<file path="config.mk">
export PLATFORM = sky130hd
export DESIGN_NAME = radio_serial_frame_receiver_unit
export DESIGN_NICKNAME = d
export VERILOG_FILES = /design/src/hdl/rsfr_pkg.sv /design/src/hdl/rsfr_classify.sv /design/src/hdl/radio_serial_frame_receiver_unit.sv
export SDC_FILE = /design/constraint.sdc
export NUM_CORES = 1
export LEC_CHECK = 0
export BUFFER_PORTS_ARGS = -buffer_cell sky130_fd_sc_hd__buf_2
export CORE_MARGIN = 2
export CORE_UTILIZATION = 40
export DETAILED_ROUTE_END_ITERATION = 8
export SLEW_MARGIN = 10
export SYNTH_ARGS = -nofsm -noshare
export SYNTH_HDL_FRONTEND = slang
export SYNTH_SLANG_ARGS = --single-unit
</file>
<file path="constraint.sdc">
create_clock -name i_clk -period 3.52 [get_ports i_clk]
set_input_delay 0.528 -clock i_clk [delete_from_list [all_inputs] [get_ports i_clk]]
set_output_delay 0.528 -clock i_clk [all_outputs]
set_load 0.05 [all_outputs]
</file>
<file path="src/hdl/rsfr_pkg.sv">
// ----------------------------------------------------------------------------
// Radio serial frame receiver package
// Frame kind codes, frame type bytes and the classifier result type.
// ----------------------------------------------------------------------------
package rsfr_pkg;

    localparam logic [7:0] FILL_BYTE     = 8'hFF;

    localparam logic [7:0] TYPE_PONG     = 8'h03;
    localparam logic [7:0] TYPE_HEADER   = 8'h10;
    localparam logic [7:0] TYPE_DATA     = 8'h12;
    localparam logic [7:0] TYPE_HDR_ACK  = 8'h21;
    localparam logic [7:0] TYPE_DATA_ACK = 8'h23;

    typedef enum logic [2:0] {
        KIND_PONG     = 3'd0,
        KIND_HEADER   = 3'd1,
        KIND_DATA     = 3'd2,
        KIND_HDR_ACK  = 3'd3,
        KIND_DATA_ACK = 3'd4,
        KIND_UNKNOWN  = 3'd5,
        KIND_LEN_ERR  = 3'd6
    } t_kind;

    typedef struct packed {
        t_kind kind;
        logic  send_ack;
        logic  ack_ok;
    } t_class_info;

endpackage

</file>
<file path="src/hdl/rsfr_classify.sv">
// ----------------------------------------------------------------------------
// Radio serial frame classifier
// Maps the type byte to a frame kind and derives the reply and code flags.
// ----------------------------------------------------------------------------
module rsfr_classify (
    input  logic [7:0]           i_type_byte,
    input  logic [7:0]           i_second_byte,
    input  logic [7:0]           i_third_byte,
    output rsfr_pkg::t_class_info o_info
);
    import rsfr_pkg::*;

    always_comb begin
        o_info = '{kind: KIND_UNKNOWN, send_ack: 1'b0, ack_ok: 1'b0};
        case (i_type_byte)
            TYPE_PONG: begin
                o_info.kind = KIND_PONG;
            end
            TYPE_HEADER: begin
                o_info.kind     = KIND_HEADER;
                o_info.send_ack = 1'b1;
            end
            TYPE_DATA: begin
                o_info.kind     = KIND_DATA;
                o_info.send_ack = 1'b1;
            end
            TYPE_HDR_ACK: begin
                o_info.kind   = KIND_HDR_ACK;
                o_info.ack_ok = (i_second_byte == 8'd0);
            end
            TYPE_DATA_ACK: begin
                o_info.kind   = KIND_DATA_ACK;
                o_info.ack_ok = (i_third_byte == 8'd0);
            end
            default: begin
                o_info.kind = KIND_UNKNOWN;
            end
        endcase
    end

endmodule

</file>
<file path="src/hdl/radio_serial_frame_receiver_unit.sv">
// ----------------------------------------------------------------------------
// Radio serial frame receiver
// Cuts a received byte stream into length-prefixed frames and classifies them.
// ----------------------------------------------------------------------------
// Input channel: i_in_valid / o_in_ready carry one received byte per
// transaction on i_rx_byte. Output channel: o_res_valid / i_res_ready carry
// one result per frame byte: the byte, its index, and on the last byte the
// frame kind, reply flag, sequence byte and acknowledgement code flag.
// A fill byte outside a frame is dropped and gives no result. A length byte
// at or above FRAME_LIMIT gives one length-error result.
// A byte is held in the input register and its result is then loaded into
// the output register. Throughput: one byte per cycle while the receiver
// does not stall, set by the single pass of logic between the input
// register and the output register.
// Reset clears both valid flags and the frame state; the block then waits
// for a length byte. When the receiver stalls, the result is held and the
// input register still takes one more byte; further bytes wait until the
// result is taken. Dropped fill bytes drain even while the output stalls.
// ----------------------------------------------------------------------------
module radio_serial_frame_receiver_unit #(
    parameter int FRAME_LIMIT = 100
) (
    input  logic                 i_clk,
    input  logic                 i_rst_n,
    input  logic                 i_in_valid,
    output logic                 o_in_ready,
    input  logic [7:0]           i_rx_byte,
    output logic                 o_res_valid,
    input  logic                 i_res_ready,
    output logic [7:0]           o_out_byte,
    output logic [6:0]           o_byte_index,
    output logic                 o_last,
    output rsfr_pkg::t_kind      o_kind,
    output logic                 o_send_ack,
    output logic [7:0]           o_ack_seq,
    output logic                 o_ack_ok
);
    import rsfr_pkg::*;

    localparam logic [8:0] LIMIT = 9'(FRAME_LIMIT);

    logic        r_in_valid;
    logic [7:0]  r_in_byte;

    logic        r_in_frame;
    logic [7:0]  r_position;
    logic [7:0]  r_frame_length;
    logic [7:0]  r_type_byte;
    logic [7:0]  r_second_byte;
    logic [7:0]  r_third_byte;

    logic        r_res_valid;
    logic [7:0]  r_out_byte;
    logic [6:0]  r_byte_index;
    logic        r_last;
    t_kind       r_kind;
    logic        r_send_ack;
    logic [7:0]  r_ack_seq;
    logic        r_ack_ok;

    logic        n_in_frame;
    logic [7:0]  n_position;
    logic [7:0]  n_frame_length;
    logic [7:0]  n_type_byte;
    logic [7:0]  n_second_byte;
    logic [7:0]  n_third_byte;
    logic [6:0]  n_byte_index;
    logic        n_last;
    t_kind       n_kind;
    logic        n_send_ack;
    logic [7:0]  n_ack_seq;
    logic        n_ack_ok;

    logic        drop;
    logic        out_free;
    logic        advance;
    logic        emit;
    logic        frame_end;
    t_class_info class_info;

    assign drop      = !r_in_frame && (r_in_byte == FILL_BYTE);
    assign out_free  = !r_res_valid || i_res_ready;
    assign advance   = r_in_valid && (drop || out_free);
    assign emit      = advance && !drop;
    assign o_in_ready = !r_in_valid || advance;

    assign frame_end = ({1'b0, r_position} + 9'd1) >= {1'b0, r_frame_length};

    rsfr_classify u_classify (
        .i_type_byte   (n_type_byte),
        .i_second_byte (n_second_byte),
        .i_third_byte  (n_third_byte),
        .o_info        (class_info)
    );

    always_comb begin
        n_frame_length = r_frame_length;
        n_type_byte    = r_type_byte;
        n_second_byte  = r_second_byte;
        n_third_byte   = r_third_byte;
        if (!r_in_frame) begin
            if (({1'b0, r_in_byte} < LIMIT) && (r_in_byte > 8'd1)) begin
                n_frame_length = r_in_byte;
                n_type_byte    = 8'd0;
                n_second_byte  = 8'd0;
                n_third_byte   = 8'd0;
            end
        end else if (r_position == 8'd1) begin
            n_type_byte = r_in_byte;
        end else if (r_position == 8'd2) begin
            n_second_byte = r_in_byte;
        end else if (r_position == 8'd3) begin
            n_third_byte = r_in_byte;
        end
    end

    always_comb begin
        n_in_frame     = r_in_frame;
        n_position     = r_position;
        n_byte_index   = 7'd0;
        n_last         = 1'b0;
        n_kind         = KIND_PONG;
        n_send_ack     = 1'b0;
        n_ack_seq      = 8'd0;
        n_ack_ok       = 1'b0;
        if (!r_in_frame) begin
            if ({1'b0, r_in_byte} >= LIMIT) begin
                n_last = 1'b1;
                n_kind = KIND_LEN_ERR;
            end else if (r_in_byte <= 8'd1) begin
                n_last = 1'b1;
                n_kind = KIND_UNKNOWN;
            end else begin
                n_in_frame     = 1'b1;
                n_position     = 8'd1;
            end
        end else begin
            n_byte_index = r_position[6:0];
            if (frame_end) begin
                n_last     = 1'b1;
                n_kind     = class_info.kind;
                n_send_ack = class_info.send_ack;
                n_ack_seq  = n_second_byte;
                n_ack_ok   = class_info.ack_ok;
                n_in_frame = 1'b0;
                n_position = 8'd0;
            end else begin
                n_position = r_position + 8'd1;
            end
        end
    end

    always_ff @(posedge i_clk) begin
        if (!i_rst_n) begin
            r_in_valid  <= 1'b0;
            r_in_frame  <= 1'b0;
            r_position  <= 8'd0;
            r_res_valid <= 1'b0;
        end else begin
            if (o_in_ready) begin
                r_in_valid <= i_in_valid;
            end
            if (emit) begin
                r_in_frame  <= n_in_frame;
                r_position  <= n_position;
                r_res_valid <= 1'b1;
            end else if (i_res_ready) begin
                r_res_valid <= 1'b0;
            end
        end
    end

    always_ff @(posedge i_clk) begin
        if (o_in_ready && i_in_valid) begin
            r_in_byte <= i_rx_byte;
        end
        if (emit) begin
            r_frame_length <= n_frame_length;
            r_type_byte    <= n_type_byte;
            r_second_byte  <= n_second_byte;
            r_third_byte   <= n_third_byte;
            r_out_byte     <= r_in_byte;
            r_byte_index   <= n_byte_index;
            r_last         <= n_last;
            r_kind         <= n_kind;
            r_send_ack     <= n_send_ack;
            r_ack_seq      <= n_ack_seq;
            r_ack_ok       <= n_ack_ok;
        end
    end

    assign o_res_valid  = r_res_valid;
    assign o_out_byte   = r_out_byte;
    assign o_byte_index = r_byte_index;
    assign o_last       = r_last;
    assign o_kind       = r_kind;
    assign o_send_ack   = r_send_ack;
    assign o_ack_seq    = r_ack_seq;
    assign o_ack_ok     = r_ack_ok;

endmodule

</file>
# Yosys cells after proc, flatten, opt, wreduce, memory -nomap -nowiden
# Cells that the tools add are included.
[word_totals] register_bits=80 in_bits=12 output_inout_bits=31 elab_cells=87
[op_classes] addsub=2 order_cmp=5 eq_ne=11 mux=33 bitwise=1 n_reduce_logical=19
[ops] cell="$mux W8" n=16
[ops] cell="$eq A8 B2 Y1 const B" n=3
[ops] cell="$eq A8 B5 Y1 const B" n=2
[ops] cell="$eq A8 B6 Y1 const B" n=2
[ops] cell="$logic_not A8 Y1" n=2
[ops] cell="$pmux W3 S5" n=1
[ops] cell="$mux W3" n=4
[ops] cell="$mux W1" n=11
[ops] cell="$add A8 B1 Y9 const B" n=1
[ops] cell="$ge A9 B8 Y1" n=1
[ops] cell="$add A8 B1 Y8 const B" n=1
[ops] cell="$eq A8 B1 Y1 const B" n=1
[ops] cell="$eq A8 B8 Y1 const B" n=1
[ops] cell="$ge A8 B7 Y1 const B" n=1
[ops] cell="$gt A8 B1 Y1 const B" n=1
[ops] cell="$le A8 B1 Y1 const B" n=1
[ops] cell="$lt A8 B7 Y1 const B" n=1
[ops] cell="$reduce_and A3 Y1" n=2
[ops] cell="$logic_and A1 B1 Y1" n=5
[ops] cell="$logic_not A1 Y1" n=4
[ops] cell="$ne A2 B2 Y1 const B" n=2
[ops] cell="$logic_or A1 B1 Y1" n=3
[ops] cell="$pmux W1 S2" n=1
[ops] cell="$reduce_and A2 Y1" n=1
[ops] cell="other kinds (3)" n=3

# Depth between registers and ports, before layout
[logic_depth] word_depth=8 depth_mapped=12

# Hierarchy
# A second synthesis with hierarchy kept.
[hier_totals] cells_unflattened=339 hier_area_um2=3936.3
[modules_own_cells] module="radio_serial_frame_receiver_unit" instances=1 cells_each=318 area_each_um2=3794.9 seq_area_each_um2=2292.2
[modules_own_cells] module="rsfr_classify" instances=1 cells_each=21 area_each_um2=141.4 seq_area_each_um2=0.0

# Worst setup path before layout
# Ideal clock, no wire load.
[synth_path] kind="flip-flop to flip-flop" start="register r_position[3]" end="register r_kind[1] (netlist: o_kind[1]) (data pin)" t_arrival_ns=2.622 path_slack_ns=0.622 path_stages_with_launch=11 path_cell_list="dfxtp_1 -> and3_1 -> and3_1 -> and3_1 -> xor2_1 -> ha_1 -> a21boi_0 -> a311o_1 -> o21ai_1 -> clkbuf_1 -> o32ai_1"
[synth_between] elab_chain_len=7 word_cells_on_any_way=13 cone_classes="1 x add/sub; 1 x order compare; 6 x eq/ne; 5 x mux"
[synth_lines] item="start, declared" line_no="radio_serial_frame_receiver_unit.sv:46" text="logic [7:0] r_position;"
[synth_lines] item="start signal, assigned" line_no="radio_serial_frame_receiver_unit.sv:165" text="r_position <= n_position;"
[synth_lines] item="parallel branches: the longest is 5 deep, another holds $add A8 B1 Y9"
[synth_lines] item="$mux W3 *" line_no="radio_serial_frame_receiver_unit.sv:139" text="if (frame_end) begin"
[synth_lines] item="$mux W3 *" line_no="radio_serial_frame_receiver_unit.sv:126" text="if (!r_in_frame) begin"
[synth_lines] item="named net n_kind[1]" line_no="radio_serial_frame_receiver_unit.sv:69" text="t_kind n_kind;"
[synth_lines] item="end signal, assigned" line_no="radio_serial_frame_receiver_unit.sv:185" text="r_kind <= n_kind;"
[synth_lines] item="end, declared" line_no="radio_serial_frame_receiver_unit.sv:56" text="t_kind r_kind;"
# Mark *: on every way through the listed nets, which the timed path passes.
# A chain may end at the register's enable or synchronous reset.

# Final worst setup path
[layout_path] start="register r_position[2]" end="register r_kind[0] (netlist: o_kind[0]) (data pin)"
# The elaborated chain is that of the path after synthesis.

==> summary.md <==
| Metric | Value |
|---|---|
| Mapped Nets | `336` |
| Final Cycle Share | `0.9125` |
| Critical Path Sink Type | `flip-flop` |
| Worst Path Max Fanout | `8` |
| Worst Skew | `0.009785 ns` |
| Post-synth top area cell | `edfxtp_1` |
| Hold path startpoint | `i_rx_byte[2]` |
| CTS tree | `yes` |
| First-pass GRT wire length | `13170 um` |
| Utilization after layout | `0.4773` |
| Fillers | `851` |
| M3 GR Usage | `0.03078` |
| Post-Synth Adder-Cell Area | `0.03560` |
| Cts repair resizes | `0` |
| Worst r2r path cells | `10` |
| Endpoints failing setup | `0` |
| Fin Setup TNS | `0 ns` |
| Unrepaired setup endpoints after global routing | `no` |
| Top-Level Pins | `43` |
| Core Region | `9328 sq um` |
| Worst setup margin | `0.3080 ns` |
| GR Util met2 | `0.2652` |
| Status | `finished, final reports clean` |
| Arrival @ worst endpoint | `3.32 ns` |
| Commonest non-fill, non-tap cell in the layout | `edfxtp_1` |
| Leak | `1.849 nW` |
| Fmax | `311.3 MHz` |
| Cell mode on critical path | `and3_1` |
| H-Tree Level Count | `3` |
| Mapped Avg Cell Area | `12.35 sq um` |
| Final hold violations | `0` |
| TritonCTS buffer count | `9` |
| DRT Wirelength | `8378 um` |
| Seq/Total Area, Yosys | `0.5929` |
| # port buffers | `42` |
| Simple-gate share of the synthesized area | `0.1537` |
| Initial DRC Count | `149` |
| Maxcap violations | `0` |
| Buf/Inv on CP | `1` |
| Primary FF master, synth | `edfxtp_1` |
| Synth top area cells | `edfxtp_1, mux2i_1, dfxtp_1` |
| Hold Path Class | `input port to flip-flop` |
| Via count | `2608` |
| Synth cell types | `54` |
| R2r setup slk | `0.31 ns` |
| Worst setup path class | `flip-flop to flip-flop` |
| CP Data Required Time | `3.63 ns` |
| Total global-route track usage | `0.1684` |
| Least-Margin Pin Slew | `0.8134 ns` |
| CTS clock-pin slew for the worst setup and hold paths | `0.08 ns` |
| Grt met1 use | `0.2277` |
| # rows | `35` |
| Min Tclk post-route | `3.212 ns` |
| Number of max-slew violations in the final report | `0` |
| Starting Density | `0.4145` |
| Antenna diodes | `0` |
| Instance count of the mapped netlist | `313` |
| Die width | `102.3 um` |
| Hold_ws | `0.3506 ns` |
| Post-synth EDFFs | `69` |
| Hold_buf cts | `0` |
| Global route hottest layer | `met2` |
| CTS sink count | `80` |
| DR vias/cell | `5.237` |
| Post-route antenna net violation count | `0` |
| Ys Warns | `0` |
| Post-synthesis async set-or-reset flop share | `0` |
| Combinational family with the most area after synthesis | `simple AND/OR/NAND/NOR gates` |
| Mapped Area | `3866 sq um` |
| Crit-path slowest cell | `dfxtp_1` |
| Vias in the first global route | `2450` |
| Yosys reg bits | `80` |
| Worst relative slew slack | `0.4578` |
| Compound-Gate Fraction of Synth Area | `0.08706` |
| Post-CTS setup buffers | `0` |
| Synth Area in XOR/XNOR | `0.01586` |
| Max VDD drop | `0.2154 mV` |
| Worst R2R Start | `r_position[2]` |
| Routed length per instance | `16.82 um` |
| Fraction of final layout cells sized beyond drive strength 1 | `0.2195` |
| Pwr per Cell Area | `441.5 nW/um^2` |
| Clk Tree Root Cell | `clkbuf_8` |
| Reg2reg end | `o_kind[0]` |
| Detailed Routing Iterations Pass 1 | `4` |
| Pwr Total | `1.965 mW` |
| WHS Endpoint | `r_in_byte[2]` |
| Commonest non-fill, non-tap cells in the layout | `edfxtp_1, buf_2, nor2_1` |
| Die area | `10470 sq um` |
| Hold Path Depth | `1` |
| Type of origin of the critical path | `flip-flop` |
| Final-stage net count | `387` |
| Clock buffer depth | `2` |
| Die extent in y | `102.3 um` |
| Post-synth top area share | `0.5359` |
| Pre-CTS WS | `0.3449 ns` |
| Area Overhead vs Synth | `15.15%` |
| GP Congestion | `0.8563` |
| Overflow after GRT | `0` |
| Max incr delay on CP | `0.51 ns` |
| Post-synthesis mux area share | `0.08058` |
| Antenna violations before repair | `0` |
| Largest net degree at the start of global routing | `47` |
| Dpl hpwl | `5862 um` |
| Critical-path cell list | `and3_1 -> and3_1 -> and3_1 -> xor2_1 -> ha_1 -> a21boi_0 -> a311o_1 -> o21ai_1 -> inv_1 -> a311o_1` |
| Worst-Skew Late Latency | `0.35 ns` |
| Top delay family on crit path | `compound AO/OA/AOI/OAI gates` |
| Residual DRC count | `0` |
-- cell families (layout without fill, tap and decap cells) --
family / after synthesis / count (layout)
AOI/OAI and AO/OA: 49 / 49
xor gates and xnor gates: 7 / 7
adders and majority gates: 11 / 11
buffers and inverters: 31 / 87
DFF: 80 / 80
muxes: 30 / 30
and+or+nand+nor: 105 / 105
-- how the worst max path moves through the flow --
stage	from	endpoint	cells after the start
2_1_floorplan	r_position[3]	o_kind[1]	10
3_3_place_gp	r_position[2]	o_kind[0]	10
3_5_place_dp	r_position[2]	o_kind[0]	10
4_1_cts	r_position[2]	o_kind[0]	10
5_1_grt	r_position[2]	o_kind[0]	10
6_report	r_position[2]	o_kind[0]	10
-- per-stage QoR --
step                cell area (sq um)  std cells
floorplan                        3866        313
global placement                 4272        482
detailed placement               4272        482
CTS                              4452        498
global route                     4452        498
finish                           4452        498
-- cell type report --
cell class	count	area (sq um)	area share
Clock inverter	4	45.04	0.01012
Timing Repair Buffer	54	312.8	0.07026
Inverter	17	63.81	0.01433
Multi-Input combinational cell	202	1441	0.3238
Clock buffer	12	135.1	0.03035
Tap cell	129	161.4	0.03626
Sequential cell	80	2292	0.5149
-- worst reg2reg max path: stages (launching register included) --
cell and delay (ns):
dfxtp_1 0.51, and3_1 0.22, and3_1 0.23, and3_1 0.22, xor2_1 0.16, ha_1 0.25, a21boi_0 0.13, a311o_1 0.37
o21ai_1 0.44, inv_1 0.12, a311o_1 0.32
-- where the power goes --
part           switching [mW]  internal, mW
Clock                   0.327         0.324
Sequential             0.0218          1.08
Combinational           0.152        0.0628
Total                   0.501          1.46
-- layer usage --
metal  wire [um]  up-vias  part of all wire
li1            -     1263                 -
met1        3961     1270              0.47
met2        3923       60              0.47
met3         321       15             0.038
met4         172        0             0.021
met5           0        -                 0
-- Yosys cell counts (all sizes together) (2+ instances only) --
cell and instances:
a2111oi 2, a21boi 4, a21oi 10, a22o 2
a22oi 3, a311o 2, a31oi 6, and2 7
and3 5, buf 3, clkbuf 11, dfxtp 11
edfxtp 69, ha 11, inv 17, mux2 3
mux2i 27, nand2 14, nand2b 10, nand3 10
nand4 5, nor2 31, nor2b 3, nor3 5
nor4 5, o21ai 10, or2 4, or3 2
xnor2 3, xor2 4
-- flip-flops by register name, summed over array words and instances (netlist names) --
register        cells
r_type_byte         8
r_in_frame          1
o_res_valid         1
r_frame_length      8
o_ack_seq           8
o_send_ack          1
o_last              1
r_second_byte       8
r_position          8
o_ack_ok            1
r_in_valid          1
r_third_byte        8
o_byte_index        7
o_kind              3
r_in_byte           8
o_out_byte          8
No activity file was read; power rests on OpenSTA's default activity.
